$ cat config.mk
export PLATFORM = sky130hd
export DESIGN_NAME = pstt_sum
export DESIGN_NICKNAME = d
export VERILOG_FILES = /design/src/rtl/pstt_pkg.sv /design/src/rtl/pstt_sum.sv
export SDC_FILE = /design/constraint.sdc
export NUM_CORES = 1
export LEC_CHECK = 0
export ABC_CLOCK_PERIOD_IN_PS = 29200
export BUFFER_PORTS_ARGS = -buffer_cell sky130_fd_sc_hd__buf_4
export CORE_MARGIN = 4
export CORE_UTILIZATION = 40
export CTS_BUF_LIST = sky130_fd_sc_hd__clkbuf_2 sky130_fd_sc_hd__clkbuf_4 sky130_fd_sc_hd__clkbuf_8
export DETAILED_ROUTE_END_ITERATION = 12
export GPL_TIMING_DRIVEN = 0
export PLACE_DENSITY_LB_ADDON = 0.1
export SLEW_MARGIN = 20
export SYNTH_ARGS = -nofsm -noshare
export SYNTH_HDL_FRONTEND = slang
export SYNTH_SLANG_ARGS = --single-unit
$ cat constraint.sdc
create_clock -name clk_i -period 29.2 [get_ports clk_i]
set_clock_uncertainty 0.05 [all_clocks]
set_input_delay 5.84 -clock clk_i [delete_from_list [all_inputs] [get_ports clk_i]]
set_output_delay 5.84 -clock clk_i [all_outputs]
set_load 0.01 [all_outputs]
$ cat src/rtl/pstt_pkg.sv
// Shared types and constants for the PID steering block with twiddle tuning.
// No dependencies; every other file refers to this package by scoped names.
`default_nettype none

package pstt_pkg;

  // register file
  localparam int unsigned REG_W     = 24;
  localparam int unsigned CFG_IDX_W = 3;
  localparam int unsigned NUM_GAINS = 3;

  // fixed field widths
  localparam int unsigned CMD_W    = 2;
  localparam int unsigned UTIL_W   = 32;
  localparam int unsigned STEER_W  = 48;
  localparam int unsigned CNT_W    = 16;
  localparam int unsigned FACTOR_W = 17;
  localparam int unsigned FRAC_W   = 16;
  // products and partial sums are limited to +-2^LIM_EXP
  localparam int unsigned LIM_EXP  = 61;
  localparam int unsigned LIM_W    = LIM_EXP + 2;

  // step scaling, Q1.16
  localparam logic [FACTOR_W-1:0] STEP_UP   = 17'd72090;
  localparam logic [FACTOR_W-1:0] STEP_DOWN = 17'd58982;

  // gain selection
  localparam logic [1:0] IDX_P     = 2'd0;
  localparam logic [1:0] IDX_I     = 2'd1;
  localparam logic [1:0] IDX_D     = 2'd2;
  localparam logic [1:0] TUNE_LAST = IDX_D;

  typedef enum logic [CMD_W-1:0] {
    CMD_SAMPLE    = 2'd0,
    CMD_END_TRIAL = 2'd1,
    CMD_LOAD      = 2'd2
  } cmd_e;

  typedef enum logic [CFG_IDX_W-1:0] {
    CFG_GAIN_P = 3'd0,
    CFG_GAIN_I = 3'd1,
    CFG_GAIN_D = 3'd2,
    CFG_STEP_P = 3'd3,
    CFG_STEP_I = 3'd4,
    CFG_STEP_D = 3'd5
  } cfg_idx_e;

  // twiddle phase, one-hot
  typedef enum logic [2:0] {
    PH_START = 3'b001,
    PH_PLUS  = 3'b010,
    PH_MINUS = 3'b100
  } phase_e;

  typedef struct packed {
    logic [NUM_GAINS-1:0][REG_W-1:0] gain;
    logic [NUM_GAINS-1:0][REG_W-1:0] step;
  } cfg_regs_t;

  typedef struct packed {
    logic       taken;
    logic       improved;
    logic [1:0] index;
    logic [1:0] phase;
  } tune_status_t;

  function automatic logic [1:0] phase_code(input phase_e ph);
    logic [1:0] code;
    unique case (ph)
      PH_START: code = 2'd0;
      PH_PLUS:  code = 2'd1;
      PH_MINUS: code = 2'd2;
      default:  code = 2'd0;
    endcase
    return code;
  endfunction

endpackage

`default_nettype wire

$ cat src/rtl/pstt_sum.sv
// Limits and sums the PID products, negates and saturates to the steering
// width; holds the output register. Depends on pstt_pkg.
`default_nettype none

module pstt_sum #(
  parameter int unsigned ERROR_WIDTH    = 16,
  parameter int unsigned INTEGRAL_WIDTH = 32,
  parameter int unsigned GAIN_WIDTH     = 24
) (
  input  logic                                         clk_i,
  input  logic                                         adv_i,
  input  logic signed [GAIN_WIDTH+ERROR_WIDTH-1:0]     prod_p_i,
  input  logic signed [GAIN_WIDTH+ERROR_WIDTH:0]       prod_d_i,
  input  logic signed [GAIN_WIDTH+INTEGRAL_WIDTH-1:0]  prod_i_i,
  input  pstt_pkg::tune_status_t                       status_i,
  output logic signed [pstt_pkg::STEER_W-1:0]          steering_o,
  output pstt_pkg::tune_status_t                       status_o
);

  localparam int unsigned PI_W  = GAIN_WIDTH + INTEGRAL_WIDTH;
  localparam int unsigned PD_W  = GAIN_WIDTH + ERROR_WIDTH + 1;
  localparam int unsigned PM_W  = (PI_W > PD_W) ? PI_W : PD_W;
  localparam int unsigned X_W   = (PM_W > 64) ? PM_W : 64;
  localparam int unsigned LIM_W = pstt_pkg::LIM_W;
  localparam int unsigned SW    = pstt_pkg::STEER_W;

  localparam logic signed [X_W-1:0] LIM      = X_W'(1) << pstt_pkg::LIM_EXP;
  localparam logic signed [X_W-1:0] NLIM     = -LIM;
  localparam logic signed [X_W-1:0] STEER_HI = X_W'({(SW-1){1'b1}});
  localparam logic signed [X_W-1:0] STEER_LO = ~STEER_HI;

  function automatic logic signed [LIM_W-1:0] clamp(input logic signed [X_W-1:0] x);
    logic signed [LIM_W-1:0] r;
    if (x > LIM) begin
      r = LIM[LIM_W-1:0];
    end else if (x < NLIM) begin
      r = NLIM[LIM_W-1:0];
    end else begin
      r = x[LIM_W-1:0];
    end
    return r;
  endfunction

  logic signed [LIM_W-1:0] c_p, c_d, c_i, s1, s2;
  logic signed [X_W-1:0]   neg;
  logic signed [SW-1:0]    steer_d, steer_q;
  pstt_pkg::tune_status_t  status_q;

  always_comb begin
    c_p = clamp(X_W'(prod_p_i));
    c_d = clamp(X_W'(prod_d_i));
    c_i = clamp(X_W'(prod_i_i));
    s1  = clamp(X_W'(c_p) + X_W'(c_d));
    s2  = clamp(X_W'(s1) + X_W'(c_i));
    neg = -X_W'(s2);
    if (neg > STEER_HI) begin
      steer_d = STEER_HI[SW-1:0];
    end else if (neg < STEER_LO) begin
      steer_d = STEER_LO[SW-1:0];
    end else begin
      steer_d = neg[SW-1:0];
    end
  end

  always_ff @(posedge clk_i) begin
    if (adv_i) begin
      steer_q  <= steer_d;
      status_q <= status_i;
    end
  end

  assign steering_o = steer_q;
  assign status_o   = status_q;

endmodule

`default_nettype wire
==> results.md <==
* Total detailed-routing wirelength at approximately 37000 um
* Area of the mapped netlist at roughly 0.011 sq mm
* Count of cells resized by post-cts repair at 0
* Bufs and invs on worst path at 10
* Final-layout setup total negative slack at 0 ns
* Total nets after synthesis at approximately 1800
* Global placer's final weighted congestion at about 0.94
* Post-synthesis to final-layout area growth at 18.40%
* Critical Setup Path Class: in2reg
* Share of the clock period used by the worst path at approximately three quarters
* Antenna Nets Post-Route at 0
* Actual transition at the worst max-transition pin at roughly 1.1 ns
* Type of the tightest min-delay check: in2reg
* Multiplexer share of the synthesized area at 1.022%
* Post-DP HPWL at around 31000 um
* Post-CTS clock slew at the launch and capture registers of the worst setup and hold paths at ~0.10 ns
* Portion of the post-synthesis area used by sequential elements at between 10% and 20%
* Number of cells in the finished layout apart from fillers at between 2000 and 2500
* Cell class contributing the biggest share of worst-path delay: compound AO/OA/AOI/OAI gates
* Clock tree root driver cell: clkbuf_8
* Postcts setup bufs at 0
* Clk buf depth at 2
* Largest net degree at the start of global routing at 55
* Max VDD drop at around 0.031 mV
* Final-report max-slew violation count at 0
* DRT iter0 DRCs at just under 900
* Vertical extent of the die at roughly 170 um
* Area used by multi-input combinational logic at around 0.0089 sq mm
* Average wire length per cell after detail routing at approximately 18 um
* Filler instances at 2804
* Number of CTS-inserted buffers at 5
* Startpoint of the most critical hold path: status_i[5]
* Post-Syn Instances at 1533
* I/O pin count at 199
* Commonest non-fill, non-tap cells in the layout: 200 x buf_4, 161 x a21oi_1, 150 x nor2_1, 136 x nand2_1, 105 x ha_1
* Die X at approximately 170 um
* Leakage at roughly 5.3 nW
* Port Buf Inserts at just under 200
* Total non-filler cell area in the finished layout at about 0.013 sq mm
* Number of vias per cell after detailed routing at between 5 and 6
* TritonCTS clock tree: built
* Crit end category: flop
* Remaining routing DRC violations at 0
* Simple-Gate Fraction of Synth Area at between 20% and 30%
* Number of sinks handled by clock tree synthesis at between 50 and 60
* Sequential cell area at ~0.0016 sq mm
* Most common library cell in the layout ignoring fill and taps: buf_4
* RSZ-0062 raised after global routing: false
* Number of register bits inferred by synthesis at 54
* Total via count after detailed routing at ~12000
* Core outline area at about 0.027 sq mm
* Cts hold-fix bufs at 0
* H-tree Lvls at 2
* Relative slew slack at 26.11%
* Final hold violation count at 0
* Avg Cell Area, Syn at about 7.2 sq um
* Ratio of cells with drive above 1 in the final layout at 14.15%
* # Max-Cap Violations at 0
* Setup Slack @ Placement at 7.522 ns
* Diode insertion count for antenna repair at 0
* Number of global-route vias before repair at 11210
* Setup-failing EPs final at 0
* Total routing resource utilization after global routing at 22.74%
* Final Total Pwr at a little over 0.0008 W
* Share of synthesized registers carrying an async set or reset at 0%
* Largest stage delay, worst path at between 0.9 and 1 ns
* Critical Path Start: prod_p_i[10]
* Number of search-and-repair iterations in the first detailed-routing pass at 5
* Primary flip-flop cell chosen by synthesis mapping: edfxtp_1
* Count of unique library cells instantiated by Yosys at slightly above 80
* Cell total after placement at roughly 2100
* Pwr per Cell Area at 62.61 mW/mm^2
* Result of the run: completed
* Share of synthesized cell area in full adder, half adder and majority cells at roughly an eighth
* Arrival @ worst endpoint at approximately 21 ns
* Combinational family with the most area after synthesis: compound AO/OA/AOI/OAI gates
* EDFF count, synth at between 50 and 60
* Largest fanout on the critical path at 10
* Placement row count at 60
* Compound-gate portion of the synthesized area at about a third
* Critical Path Start Type: input port
* Area of the die at 0.03026 sq mm
* Final net count at 1990
* Maximum frequency from static timing analysis at 46.50 MHz
* Slowest library cell on the worst path: a2111oi_1
* Overflow left after global routing at 0
* Final critical delay including setup and external delays at roughly 22 ns
* Antenna violations before repair at 0
* Post-detailed-placement cell area at 0.01293 sq mm
* Count of yosys warnings during synthesis at 0
* First-pass GRT wire length at a little under 60000 um
* Smallest setup slack after layout at 7.696 ns
* Crit path required time at approximately 29 ns
* Xor-xnor portion of the synthesized cell area at between 7 and 8%
* Initial Utilization at between 40% and 50%
==> final timing paths <==
| check | slack [ns] | cells after the start | end |
|---|---|---|---|
| min | 5.64 | 1 | status_o[5]$_DFFE_PP_ |
| max | 7.70 | 49 | steering_o[30]$_SDFFCE_PN1P_ |
==> sequential cells by signal (all words and copies together), names as in the netlist <==
name        count
status_o        6
steering_o     48
==> synthesized netlist by cell type, types with 5 or more instances <==
master,n,area [sq um]
ha_1,105,1314
a211o_1,7,61.31
o31ai_1,27,202.7
nand4b_1,5,43.79
and2_1,29,181.4
a41oi_1,5,43.79
a2111oi_0,5,43.79
edfxtp_1,54,1622
a31oi_1,15,93.84
a21o_1,45,337.8
and3_1,15,93.84
a21boi_0,8,60.06
clkbuf_1,73,274.0
nand2b_1,14,87.58
o21bai_1,8,60.06
nor2_1,150,563.0
a22oi_1,5,37.54
o21ai_0,94,470.5
and4_1,11,96.34
o21a_1,17,127.6
buf_2,8,40.04
o211ai_1,19,142.6
a21oi_1,161,805.8
nand4_1,33,206.5
or4_1,6,45.04
nand3b_1,9,67.56
xor2_1,47,411.6
xnor2_1,51,446.7
nor3_1,49,245.2
or3_1,17,106.4
o2111ai_1,7,61.31
nand2_1,136,510.5
nand3_1,53,265.3
nor2b_1,28,175.2
o22ai_1,51,319.1
or2_2,9,56.30
inv_1,27,101.4
mux2i_1,9,90.09
nor4_1,7,43.79
nor3b_1,12,90.09
a211oi_1,21,157.7
==> logic make-up (layout without fill, tap and decap cells) <==
group | after synthesis | count (layout)
adders and majority gates | 107 | 107
buffers and inverters | 118 | 324
xor gates and xnor gates | 98 | 98
and+or+nand+nor | 596 | 596
AOI/OAI and AO/OA | 549 | 549
muxes | 11 | 11
DFF | 54 | 54
==> cell type report <==
type                       count  share of cell area [%]
buffer                        91                   2.935
clock inverter                 3                  0.3453
inverter                      27                  0.7770
timing repair buffer         198                   11.40
tap                          341                   3.271
multi-input combinational   1361                   68.32
sequential                    54                   12.43
clock buffer                   5                  0.5276
==> metrics by stage <==
| stage | hold WS, ns | utilization (%) |
|---|---|---|
| final | 5.643 | 48.26 |
| after global routing | 5.623 | 48.26 |
| after CTS | 5.630 | 48.26 |
| after detailed placement | 5.969 | 47.84 |
| after global placement | 5.969 | 47.84 |
| after floorplan | 5.889 | - |
==> power by group <==
part | internal, W | switching, W | leakage [nW]
sequential | 0.000117 | 0.00000596 | 0.524
clock | 0.0000255 | 0.0000243 | 0.0504
combinational | 0.000240 | 0.000404 | 4.69
total | 0.000383 | 0.000434 | 5.26
==> routing by layer <==
metal	global-route usage [%]	up-vias	share of wire, %
met5	0	-	0
met1	35.99	5717	51
met4	2.507	0	0.67
met3	3.241	19	6.9
li1	-	6236	-
met2	33.53	407	41
Power figures use the tool's default switching activity.
