## src/rtl/pstt_pkg.sv

```systemverilog
// Shared types and constants for the PID steering block with twiddle tuning.
// No dependencies; every other file refers to this package by scoped names.
`default_nettype none

package pstt_pkg;

  // register file
  localparam int unsigned REG_W     = 24;
  localparam int unsigned CFG_IDX_W = 3;
  localparam int unsigned NUM_GAINS = 3;

  // fixed field widths
  localparam int unsigned CMD_W    = 2;
  localparam int unsigned UTIL_W   = 32;
  localparam int unsigned STEER_W  = 48;
  localparam int unsigned CNT_W    = 16;
  localparam int unsigned FACTOR_W = 17;
  localparam int unsigned FRAC_W   = 16;
  // products and partial sums are limited to +-2^LIM_EXP
  localparam int unsigned LIM_EXP  = 61;
  localparam int unsigned LIM_W    = LIM_EXP + 2;

  // step scaling, Q1.16
  localparam logic [FACTOR_W-1:0] STEP_UP   = 17'd72090;
  localparam logic [FACTOR_W-1:0] STEP_DOWN = 17'd58982;

  // gain selection
  localparam logic [1:0] IDX_P     = 2'd0;
  localparam logic [1:0] IDX_I     = 2'd1;
  localparam logic [1:0] IDX_D     = 2'd2;
  localparam logic [1:0] TUNE_LAST = IDX_D;

  typedef enum logic [CMD_W-1:0] {
    CMD_SAMPLE    = 2'd0,
    CMD_END_TRIAL = 2'd1,
    CMD_LOAD      = 2'd2
  } cmd_e;

  typedef enum logic [CFG_IDX_W-1:0] {
    CFG_GAIN_P = 3'd0,
    CFG_GAIN_I = 3'd1,
    CFG_GAIN_D = 3'd2,
    CFG_STEP_P = 3'd3,
    CFG_STEP_I = 3'd4,
    CFG_STEP_D = 3'd5
  } cfg_idx_e;

  // twiddle phase, one-hot
  typedef enum logic [2:0] {
    PH_START = 3'b001,
    PH_PLUS  = 3'b010,
    PH_MINUS = 3'b100
  } phase_e;

  typedef struct packed {
    logic [NUM_GAINS-1:0][REG_W-1:0] gain;
    logic [NUM_GAINS-1:0][REG_W-1:0] step;
  } cfg_regs_t;

  typedef struct packed {
    logic       taken;
    logic       improved;
    logic [1:0] index;
    logic [1:0] phase;
  } tune_status_t;

  function automatic logic [1:0] phase_code(input phase_e ph);
    logic [1:0] code;
    unique case (ph)
      PH_START: code = 2'd0;
      PH_PLUS:  code = 2'd1;
      PH_MINUS: code = 2'd2;
      default:  code = 2'd0;
    endcase
    return code;
  endfunction

endpackage

`default_nettype wire

```

## src/rtl/pstt_cfg_if.sv

```systemverilog
// Configuration write channel: register index and write data.
// Depends on pstt_pkg for the index and data widths.
`default_nettype none

interface pstt_cfg_if;
  logic                              valid;
  logic                              ready;
  logic [pstt_pkg::CFG_IDX_W-1:0]    index;
  logic [pstt_pkg::REG_W-1:0]        data;

  modport source (output valid, index, data, input ready);
  modport sink   (input valid, index, data, output ready);
endinterface

`default_nettype wire

```

## src/rtl/pstt_cfg_regs.sv

```systemverilog
// Initial gain and step registers, written through the configuration channel.
// Depends on pstt_pkg and pstt_cfg_if.
`default_nettype none

module pstt_cfg_regs (
  input  logic                clk_i,
  input  logic                rst_ni,
  pstt_cfg_if.sink            cfg_i,
  output pstt_pkg::cfg_regs_t regs_o
);

  pstt_pkg::cfg_regs_t regs_q, regs_d;

  assign cfg_i.ready = 1'b1;

  always_comb begin
    regs_d = regs_q;
    if (cfg_i.valid) begin
      unique case (cfg_i.index)
        pstt_pkg::CFG_GAIN_P: regs_d.gain[0] = cfg_i.data;
        pstt_pkg::CFG_GAIN_I: regs_d.gain[1] = cfg_i.data;
        pstt_pkg::CFG_GAIN_D: regs_d.gain[2] = cfg_i.data;
        pstt_pkg::CFG_STEP_P: regs_d.step[0] = cfg_i.data;
        pstt_pkg::CFG_STEP_I: regs_d.step[1] = cfg_i.data;
        pstt_pkg::CFG_STEP_D: regs_d.step[2] = cfg_i.data;
        default: ;
      endcase
    end
  end

  always_ff @(posedge clk_i or negedge rst_ni) begin
    if (!rst_ni) begin
      regs_q <= '0;
    end else begin
      regs_q <= regs_d;
    end
  end

  assign regs_o = regs_q;

endmodule

`default_nettype wire

```

## src/flat_wrapper.sv

```systemverilog
// flat-port wrapper written by rule: the top's interface ports become plain ports
module pstt_cfg_regs_flat 
  (clk_i, rst_ni, regs_o, cfg_i_valid, cfg_i_index, cfg_i_data, cfg_i_ready);
  pstt_cfg_if cfg_i_i ();
  input  logic clk_i;
  input  logic rst_ni;
  output pstt_pkg::cfg_regs_t regs_o;
  input wire logic [$bits(cfg_i_i.valid)-1:0] cfg_i_valid;
  input wire logic [$bits(cfg_i_i.index)-1:0] cfg_i_index;
  input wire logic [$bits(cfg_i_i.data)-1:0] cfg_i_data;
  output wire logic [$bits(cfg_i_i.ready)-1:0] cfg_i_ready;
  assign cfg_i_i.valid = cfg_i_valid;
  assign cfg_i_i.index = cfg_i_index;
  assign cfg_i_i.data = cfg_i_data;
  assign cfg_i_ready = cfg_i_i.ready;
  pstt_cfg_regs u_core (.clk_i(clk_i), .rst_ni(rst_ni), .cfg_i(cfg_i_i), .regs_o(regs_o));
endmodule
```

## config.mk

```make
export PLATFORM = sky130hd
export DESIGN_NAME = pstt_cfg_regs_flat
export DESIGN_NICKNAME = d
export VERILOG_FILES = /design/src/rtl/pstt_pkg.sv /design/src/rtl/pstt_cfg_if.sv /design/src/rtl/pstt_cfg_regs.sv /design/src/flat_wrapper.sv
export SDC_FILE = /design/constraint.sdc
export NUM_CORES = 1
export LEC_CHECK = 0
export ABC_CLOCK_PERIOD_IN_PS = 850
export BUFFER_PORTS_ARGS = -buffer_cell sky130_fd_sc_hd__buf_2
export CORE_ASPECT_RATIO = 1.1
export CORE_MARGIN = 4
export CORE_UTILIZATION = 44
export DETAILED_ROUTE_END_ITERATION = 10
export PLACE_DENSITY_LB_ADDON = 0.05
export RECOVER_POWER = 100
export SLEW_MARGIN = 0
export SYNTH_ARGS = -nofsm -noshare
export SYNTH_HDL_FRONTEND = slang
export SYNTH_SLANG_ARGS = --single-unit
```

## constraint.sdc

```tcl
create_clock -name clk_i -period 0.85 [get_ports clk_i]
set_clock_uncertainty 0.15 [all_clocks]
set_input_delay 0.17 -clock clk_i [delete_from_list [all_inputs] [get_ports clk_i]]
set_output_delay 0.17 -clock clk_i [all_outputs]
set_load 0.005 [all_outputs]
```

==> results of run 1 <==
[worst register-to-register path: stages (launching register included)]
cell and delay [ps]:
sky130_fd_sc_hd__dfrtp_1 420, sky130_fd_sc_hd__buf_6 130, sky130_fd_sc_hd__mux2_4 250
[worst max path at each step]
stage	startpoint	to	slack [ps]	depth (start not counted)
after global placement	cfg_i_index[1]	u_core.regs_o[36]	-650	4
after floorplan	cfg_i_index[0]	u_core.regs_o[76]	-600	4
after CTS	u_core.regs_o[121]	regs_o[121]	-440	1
after global routing	u_core.regs_o[119]	regs_o[119]	-470	1
after detailed placement	cfg_i_index[2]	u_core.regs_o[76]	-680	4
final	u_core.regs_o[109]	regs_o[109]	-450	1
[Yosys cell counts]
master / number / share of area (%)
sky130_fd_sc_hd__conb_1: 1 / 0.068
sky130_fd_sc_hd__nor4b_4: 1 / 0.43
sky130_fd_sc_hd__nand4b_2: 2 / 0.55
sky130_fd_sc_hd__and4bb_2: 2 / 0.45
sky130_fd_sc_hd__mux2_4: 5 / 1.4
sky130_fd_sc_hd__dfrtp_1: 144 / 65
sky130_fd_sc_hd__mux2_2: 138 / 28
sky130_fd_sc_hd__buf_2: 4 / 0.36
sky130_fd_sc_hd__and4bb_1: 1 / 0.23
sky130_fd_sc_hd__buf_8: 2 / 0.55
sky130_fd_sc_hd__buf_4: 1 / 0.14
sky130_fd_sc_hd__buf_6: 10 / 2.0
sky130_fd_sc_hd__mux2_1: 1 / 0.20
[repair_timing]
item / CTS / global route
setup endpoints to repair: 288 / 310
endpoints found under the hold margin: 288 / 144
pin swaps: 4 / 5
resized for setup: 82 / 70
cloned: 13 / 0
setup buffers: 65 / 53
[metrics by stage]
step	utilization, %	hold slack [ps]	setup TNS [ps]	cell area [sq um]	setup slack [ps]
3_3_place_gp	57.6	-116	-85070	7000	-652
6_report	73.9	-80.8	-83340	8970	-448
5_1_grt	73.9	-77.2	-95220	8970	-467
4_1_cts	72.2	-94.9	-83780	8770	-436
2_1_floorplan	-	-276	-65270	5800	-596
3_5_place_dp	57.6	-116	-87170	7000	-677
[power by group through the flow]
stage | logic (mW) | clock network, mW | registers (mW)
finish | 6.27 | 7.15 | 9.31
global route | 6.71 | 7.60 | 9.47
detailed placement | 4.34 | 0 | 9.29
CTS | 5.67 | 7.26 | 9.18
global placement | 4.26 | 0 | 9.25
floorplan | 1.90 | 0 | 9.35
[routing by layer]
| metal | track usage (%) | share of wire (%) | vias up |
|---|---|---|---|
| met5 | 0 | 0 | - |
| met4 | 7.90 | 1.8 | 0 |
| met3 | 6.52 | 6.3 | 21 |
| met2 | 38.9 | 51 | 135 |
| met1 | 29.5 | 41 | 1973 |
| li1 | - | - | 1694 |
[logic make-up after synthesis]
group | share of synthesized area, %
DFF | 65.4
buffers and inverters | 3.09
other | 0.0681
muxes | 29.8
and+or+nand+nor | 1.66
[final cells by class]
type / count / share of cell area (%)
sequential: 144 / 40.2
clock buffer: 27 / 5.83
timing repair buffer: 290 / 26.9
tap: 154 / 2.15
multi-input combinational: 151 / 24.4
clock inverter: 5 / 0.558
==> out/metrics.yaml, run 1 <==
synth.yosys.warnings: 0
cp_num_buf_inv: 1
time_the_worst_path_needs_with_i_o_delays_and_setup_ps: 1300
cp.arrival_ps: 980
syn_area_per_cell_sq_um: 17.7
crit_path_start_kind: "flop"
initial_antenna_violation_count: 0
cts.htree.levels: 4
sequential_cell_area_sq_um: 3600
die_width_um: 115
r2r_end: "u_core.regs_o[109]"
holdPathEnd: "u_core.regs_o[142]"
cts-hold-fix-buffers: 1
critPathMaxStageDelay_ps: 420
crit_chain: "buf_2"
grt.total_usage_pct: 23.5
timing.hold.worst.start: "cfg_i_data[22]"
dr.first_iter.drc_count: 244
setup_repair_after_global_routing_missed_its_margin: "true"
layout.filler_cells: 785
number_of_global_route_vias_before_repair: 4257
max_freq_mhz: 770
postRouteWirelength_mm: 16.6
layout_common_cells: "sky130_fd_sc_hd__buf_2 (166), sky130_fd_sc_hd__dfrtp_1 (144), sky130_fd_sc_hd__mux2_4 (119), sky130_fd_sc_hd__buf_6 (48), sky130_fd_sc_hd__buf_4 (39)"
avgRoutedWirePerCell_um: 21.5
placer_congestion: 0.708
vias: 3823
combinationalPowerShare_pct: 27.6
first_pass_iters: 4
critPathRequiredTime_ps: 530
ant_nets_after_route: 0
placeableCoreArea_sq_um: 12100
clock_tree.buffer_depth: 2
setup_viol: 317
remaining_drc_errors: 0
number_of_port_buffers: 173
hp-class: "input pin to flop"
synth.cell_area_sq_um: 5510
place_inst: 643
failed_checks: "negative hold slack, negative setup slack"
layout_commonest_cell: "sky130_fd_sc_hd__buf_2"
power.share.sequential_pct: 40.9
design.die.area_sq_um: 14400
std_cell_rows: 42
cts_tree: "yes"
design.portCount: 175
layoutNonFillerInstCount: 771
final.setup.worst_slack_ps: -448
worst_ir_drop_on_vdd_mv: 2.26
total_power_mw: 22.7
critPathTopFamily: "flip-flops"
cts.sinks: 144
outcome: "finished, violations left"
post_synth_num_cell_types: 13
max_ffs_per_register: 144
worst_r2r_path_depth: 2
grt_max_degree: 25
diodes: 0
nNetsFinal: 634
slew_viol_final: 0
detailed_place_hpwl_mm: 9.30
layout-area-overhead-vs-synth_pct: 62.8
crit_path_max_fanout: 2
fraction_of_power_consumed_by_the_clock_network_pct: 31.5
criticalPathCategory: "flop to primary output"
mappedNetlistNets: 342
floorplan.initialDensity_pct: 45.4
synth_seq_cells: 144
power.density_cell_area_nw_per_um2: 2530
switching_power_as_a_share_of_total_power_pct: 24.7
worst-r2r-setup-slack_ps: -220
finalCritPeriodShare_pct: 153
die_height_um: 125
multi_input_area_sq_um: 2190
critPathCaptureType: "primary output"
grt_pass1_wl_mm: 25.1
timing.final.hold_violations: 140
clk_pin_slew_worst_paths_ps: 60
cts-buffers-inserted: 17
p_leak_nw: 4.57
syn-instance-count: 312
count_of_maximum_capacitance_violations: 0
synth_seq_area_share_pct: 65.4
viasPerCell: 4.96
timing.critical_path.slowest_stage_cell: "sky130_fd_sc_hd__dfrtp_1"
internal_power_mw: 17.1
clk_root_buffer_cell: "sky130_fd_sc_hd__clkbuf_16"
layout-drive-gt1-share_pct: 75.7
worst_hold_path_depth: 2
fin_hold_ws_ps: -80.8
worstReg2RegStart: "u_core.regs_o[109]"
power.switching_mw: 5.62
overflow: 0
clk-insertion-delay-late_ps: 410
(Power assumes the default switching activity.)
==> inputs of run 2 (changes only) <==
--- a/config.mk
+++ b/config.mk
@@ -5,7 +5,7 @@
 export SDC_FILE = /design/constraint.sdc
 export NUM_CORES = 1
 export LEC_CHECK = 0
-export ABC_CLOCK_PERIOD_IN_PS = 850
+export ABC_CLOCK_PERIOD_IN_PS = 1060
 export BUFFER_PORTS_ARGS = -buffer_cell sky130_fd_sc_hd__buf_2
 export CORE_ASPECT_RATIO = 1.1
 export CORE_MARGIN = 4
@@ -13,7 +13,7 @@
 export DETAILED_ROUTE_END_ITERATION = 10
 export PLACE_DENSITY_LB_ADDON = 0.05
 export RECOVER_POWER = 100
-export SLEW_MARGIN = 0
+export SLEW_MARGIN = 10
 export SYNTH_ARGS = -nofsm -noshare
 export SYNTH_HDL_FRONTEND = slang
 export SYNTH_SLANG_ARGS = --single-unit
==> constraint.sdc (replaced) <==
create_clock -name clk_i -period 1.06 [get_ports clk_i]
set_clock_uncertainty 0.15 [all_clocks]
set_input_delay 0.212 -clock clk_i [delete_from_list [all_inputs] [get_ports clk_i]]
set_output_delay 0.212 -clock clk_i [all_outputs]
set_load 0.005 [all_outputs]
==> out/metrics.yaml, run 2 (same netlist as run 1, synthesis figures left out) <==
outcome: "finished, violations left"
failed_checks: "negative setup slack"
postRouteWirelength_mm: 15.8  # -5.0%
critPathRequiredTime_ps: 700  # +170 ps
critPathMaxStageDelay_ps: 410  # about the same
criticalPathCategory: "flop to primary output"
placeableCoreArea_sq_um: 12100  # unchanged
layout-area-overhead-vs-synth_pct: 62.9  # about the same
nNetsFinal: 651  # +2.7%
cts_tree: "yes"
count_of_maximum_capacitance_violations: 0  # unchanged
postPlaceCellArea_sq_um: 6970  # -0.32%
worst_ir_drop_on_vdd_mv: 1.32  # -42%
clk-insertion-delay-late_ps: 410  # about the same
tns_ps: -39040  # +44,300 ps
number_of_port_buffers: 173  # unchanged
design.portCount: 175  # unchanged
timing.critical_path.slowest_stage_cell: "sky130_fd_sc_hd__dfrtp_1"
clk_root_buffer_cell: "sky130_fd_sc_hd__clkbuf_16"
final.setup.worst_slack_ps: -257  # +191 ps
critPathCaptureType: "primary output"
combinationalPowerShare_pct: 25.4  # -2.2 points
cts-buffers-inserted: 17  # unchanged
internal_power_mw: 14.2  # -17%
slew_viol_final: 0  # unchanged
time_the_worst_path_needs_with_i_o_delays_and_setup_ps: 1320
crit_path_max_fanout: 2  # unchanged
number_of_global_route_vias_before_repair: 4172  # -2.0%
layout_commonest_cell: "sky130_fd_sc_hd__buf_2"
grt_max_degree: 49  # +96%
placer_congestion: 0.715  # +0.96%
setup_viol: 271  # -15%
max_ffs_per_register: 144  # unchanged
std_cell_rows: 42  # unchanged
layout_common_cells: "sky130_fd_sc_hd__buf_2 (162), sky130_fd_sc_hd__dfrtp_1 (144), sky130_fd_sc_hd__mux2_4 (104), sky130_fd_sc_hd__buf_4 (67), sky130_fd_sc_hd__mux2_2 (40)"
grt.total_usage_pct: 22.0  # -1.5 points
total_power_mw: 18.7  # -18%
max_freq_mhz: 759
cts.htree.levels: 4  # unchanged
cp_num_buf_inv: 1  # unchanged
power.share.sequential_pct: 39.5  # -1.4 points
finalCritPeriodShare_pct: 124
die_width_um: 115  # unchanged
layout-drive-gt1-share_pct: 73.0  # -2.7 points
timing.final.hold_violations: 0  # -100%
first_pass_iters: 6  # +2
crit_path_start_kind: "flop"
viasPerCell: 4.88  # -1.6%
critPathTopFamily: "flip-flops"
fin_hold_ws_ps: 76.9  # +158 ps
power.density_cell_area_nw_per_um2: 2080  # -18%
diodes: 0  # unchanged
cts.sinks: 144  # unchanged
layout.filler_cells: 789  # +0.51%
p_leak_nw: 4.53  # -0.75%
grt_pass1_wl_mm: 24.1  # -4.1%
overflow: 0  # unchanged
avgRoutedWirePerCell_um: 20.0  # -7.1%
fraction_of_power_consumed_by_the_clock_network_pct: 35.1  # +3.6 points
postLayoutCellArea_sq_um: 8970  # about the same
dr.first_iter.drc_count: 120  # -51%
power.switching_mw: 4.47  # -21%
switching_power_as_a_share_of_total_power_pct: 23.9  # -0.86 points
design.die.area_sq_um: 14400  # unchanged
initial_antenna_violation_count: 0  # unchanged
clk_pin_slew_worst_paths_ps: 60  # about the same
clock_tree.buffer_depth: 2  # unchanged
ant_nets_after_route: 0  # unchanged
setup_repair_after_global_routing_missed_its_margin: "true"
die_height_um: 125  # unchanged
hp-class: "input pin to async pin"
vias: 3844  # +0.55%
remaining_drc_errors: 0  # unchanged
cp.arrival_ps: 960  # -20 ps
floorplan.initialDensity_pct: 45.4  # unchanged
detailed_place_hpwl_mm: 8.95  # -3.8%
crit_chain: "buf_2"
run 2: cell types whose count changed in the layout (fill, tap and decap cells not counted), moves of 7 or more:
| cell | change |
|---|---|
| sky130_fd_sc_hd__buf_6 | -30 |
| sky130_fd_sc_hd__mux2_2 | +15 |
| sky130_fd_sc_hd__clkbuf_2 | +7 |
| sky130_fd_sc_hd__buf_4 | +28 |
| sky130_fd_sc_hd__mux2_4 | -15 |
| sky130_fd_sc_hd__buf_12 | -12 |
| sky130_fd_sc_hd__dlygate4sd3_1 | +24 |
run 2: final cells by class:
type / instances / area (sq um) / share of cell area [%]
Clock buffer: 21 / 470 / 5.24
Timing Repair Buffer: 307 / 2390 / 26.6
Sequential cell: 144 / 3600 / 40.2
Tap cell: 154 / 193 / 2.15
Clock inverter: 11 / 184 / 2.05
Multi-Input combinational cell: 151 / 2140 / 23.8
run 2: what timing repair did:
action,CTS,global route
pin swaps,4,5
gates cloned,8,3
hold buffers,25,0
setup buffers,53,44
endpoints found under the setup margin,237,263
gates resized for setup,46,27
hold endpoints to repair,288,0
run 2: metrics by stage:
step,std cells,setup slack [ps],util (%)
global route,788,-299,73.9
global placement,640,-472,57.5
detailed placement,640,-503,57.5
CTS,758,-276,71.6
finish,788,-257,73.9
floorplan,312,-428,-
run 2: layer usage:
| layer | wire (um) | track usage, % | vias to the layer above |
|---|---|---|---|
| li1 | - | - | 1727 |
| met1 | 6700 | 29.2 | 1955 |
| met2 | 7740 | 35.1 | 144 |
| met3 | 1080 | 5.85 | 18 |
| met4 | 237 | 7.20 | 0 |
| met5 | 0 | 0 | - |
run 2: path summary, 6_finish.rpt:
kind / end / start / cells after the start / slack [ps]
setup / recovery: regs_o[136] / u_core.regs_o[136] / 1 / -260
hold / removal: u_core.regs_o[18] / rst_ni / 2 / 80
setup reg to reg: u_core.regs_o[24] / u_core.regs_o[24] / 3 / -90
hold reg to reg: u_core.regs_o[22] / u_core.regs_o[22] / 1 / 350
max in group asynchronous: u_core.regs_o[79] / rst_ni / 3 / 90
min in group clk_i: u_core.regs_o[67] / cfg_i_index[1] / 4 / 280
run 2: power by group through the flow:
stage                     clock [mW]  sequential, mW  combinational (mW)
final                           6.57            7.39                4.75
after global routing            6.93            7.52                5.13
after CTS                       6.68            7.35                4.32
after detailed placement           0            7.44                3.46
after global placement             0            7.43                3.39
after floorplan                    0            7.50                1.52
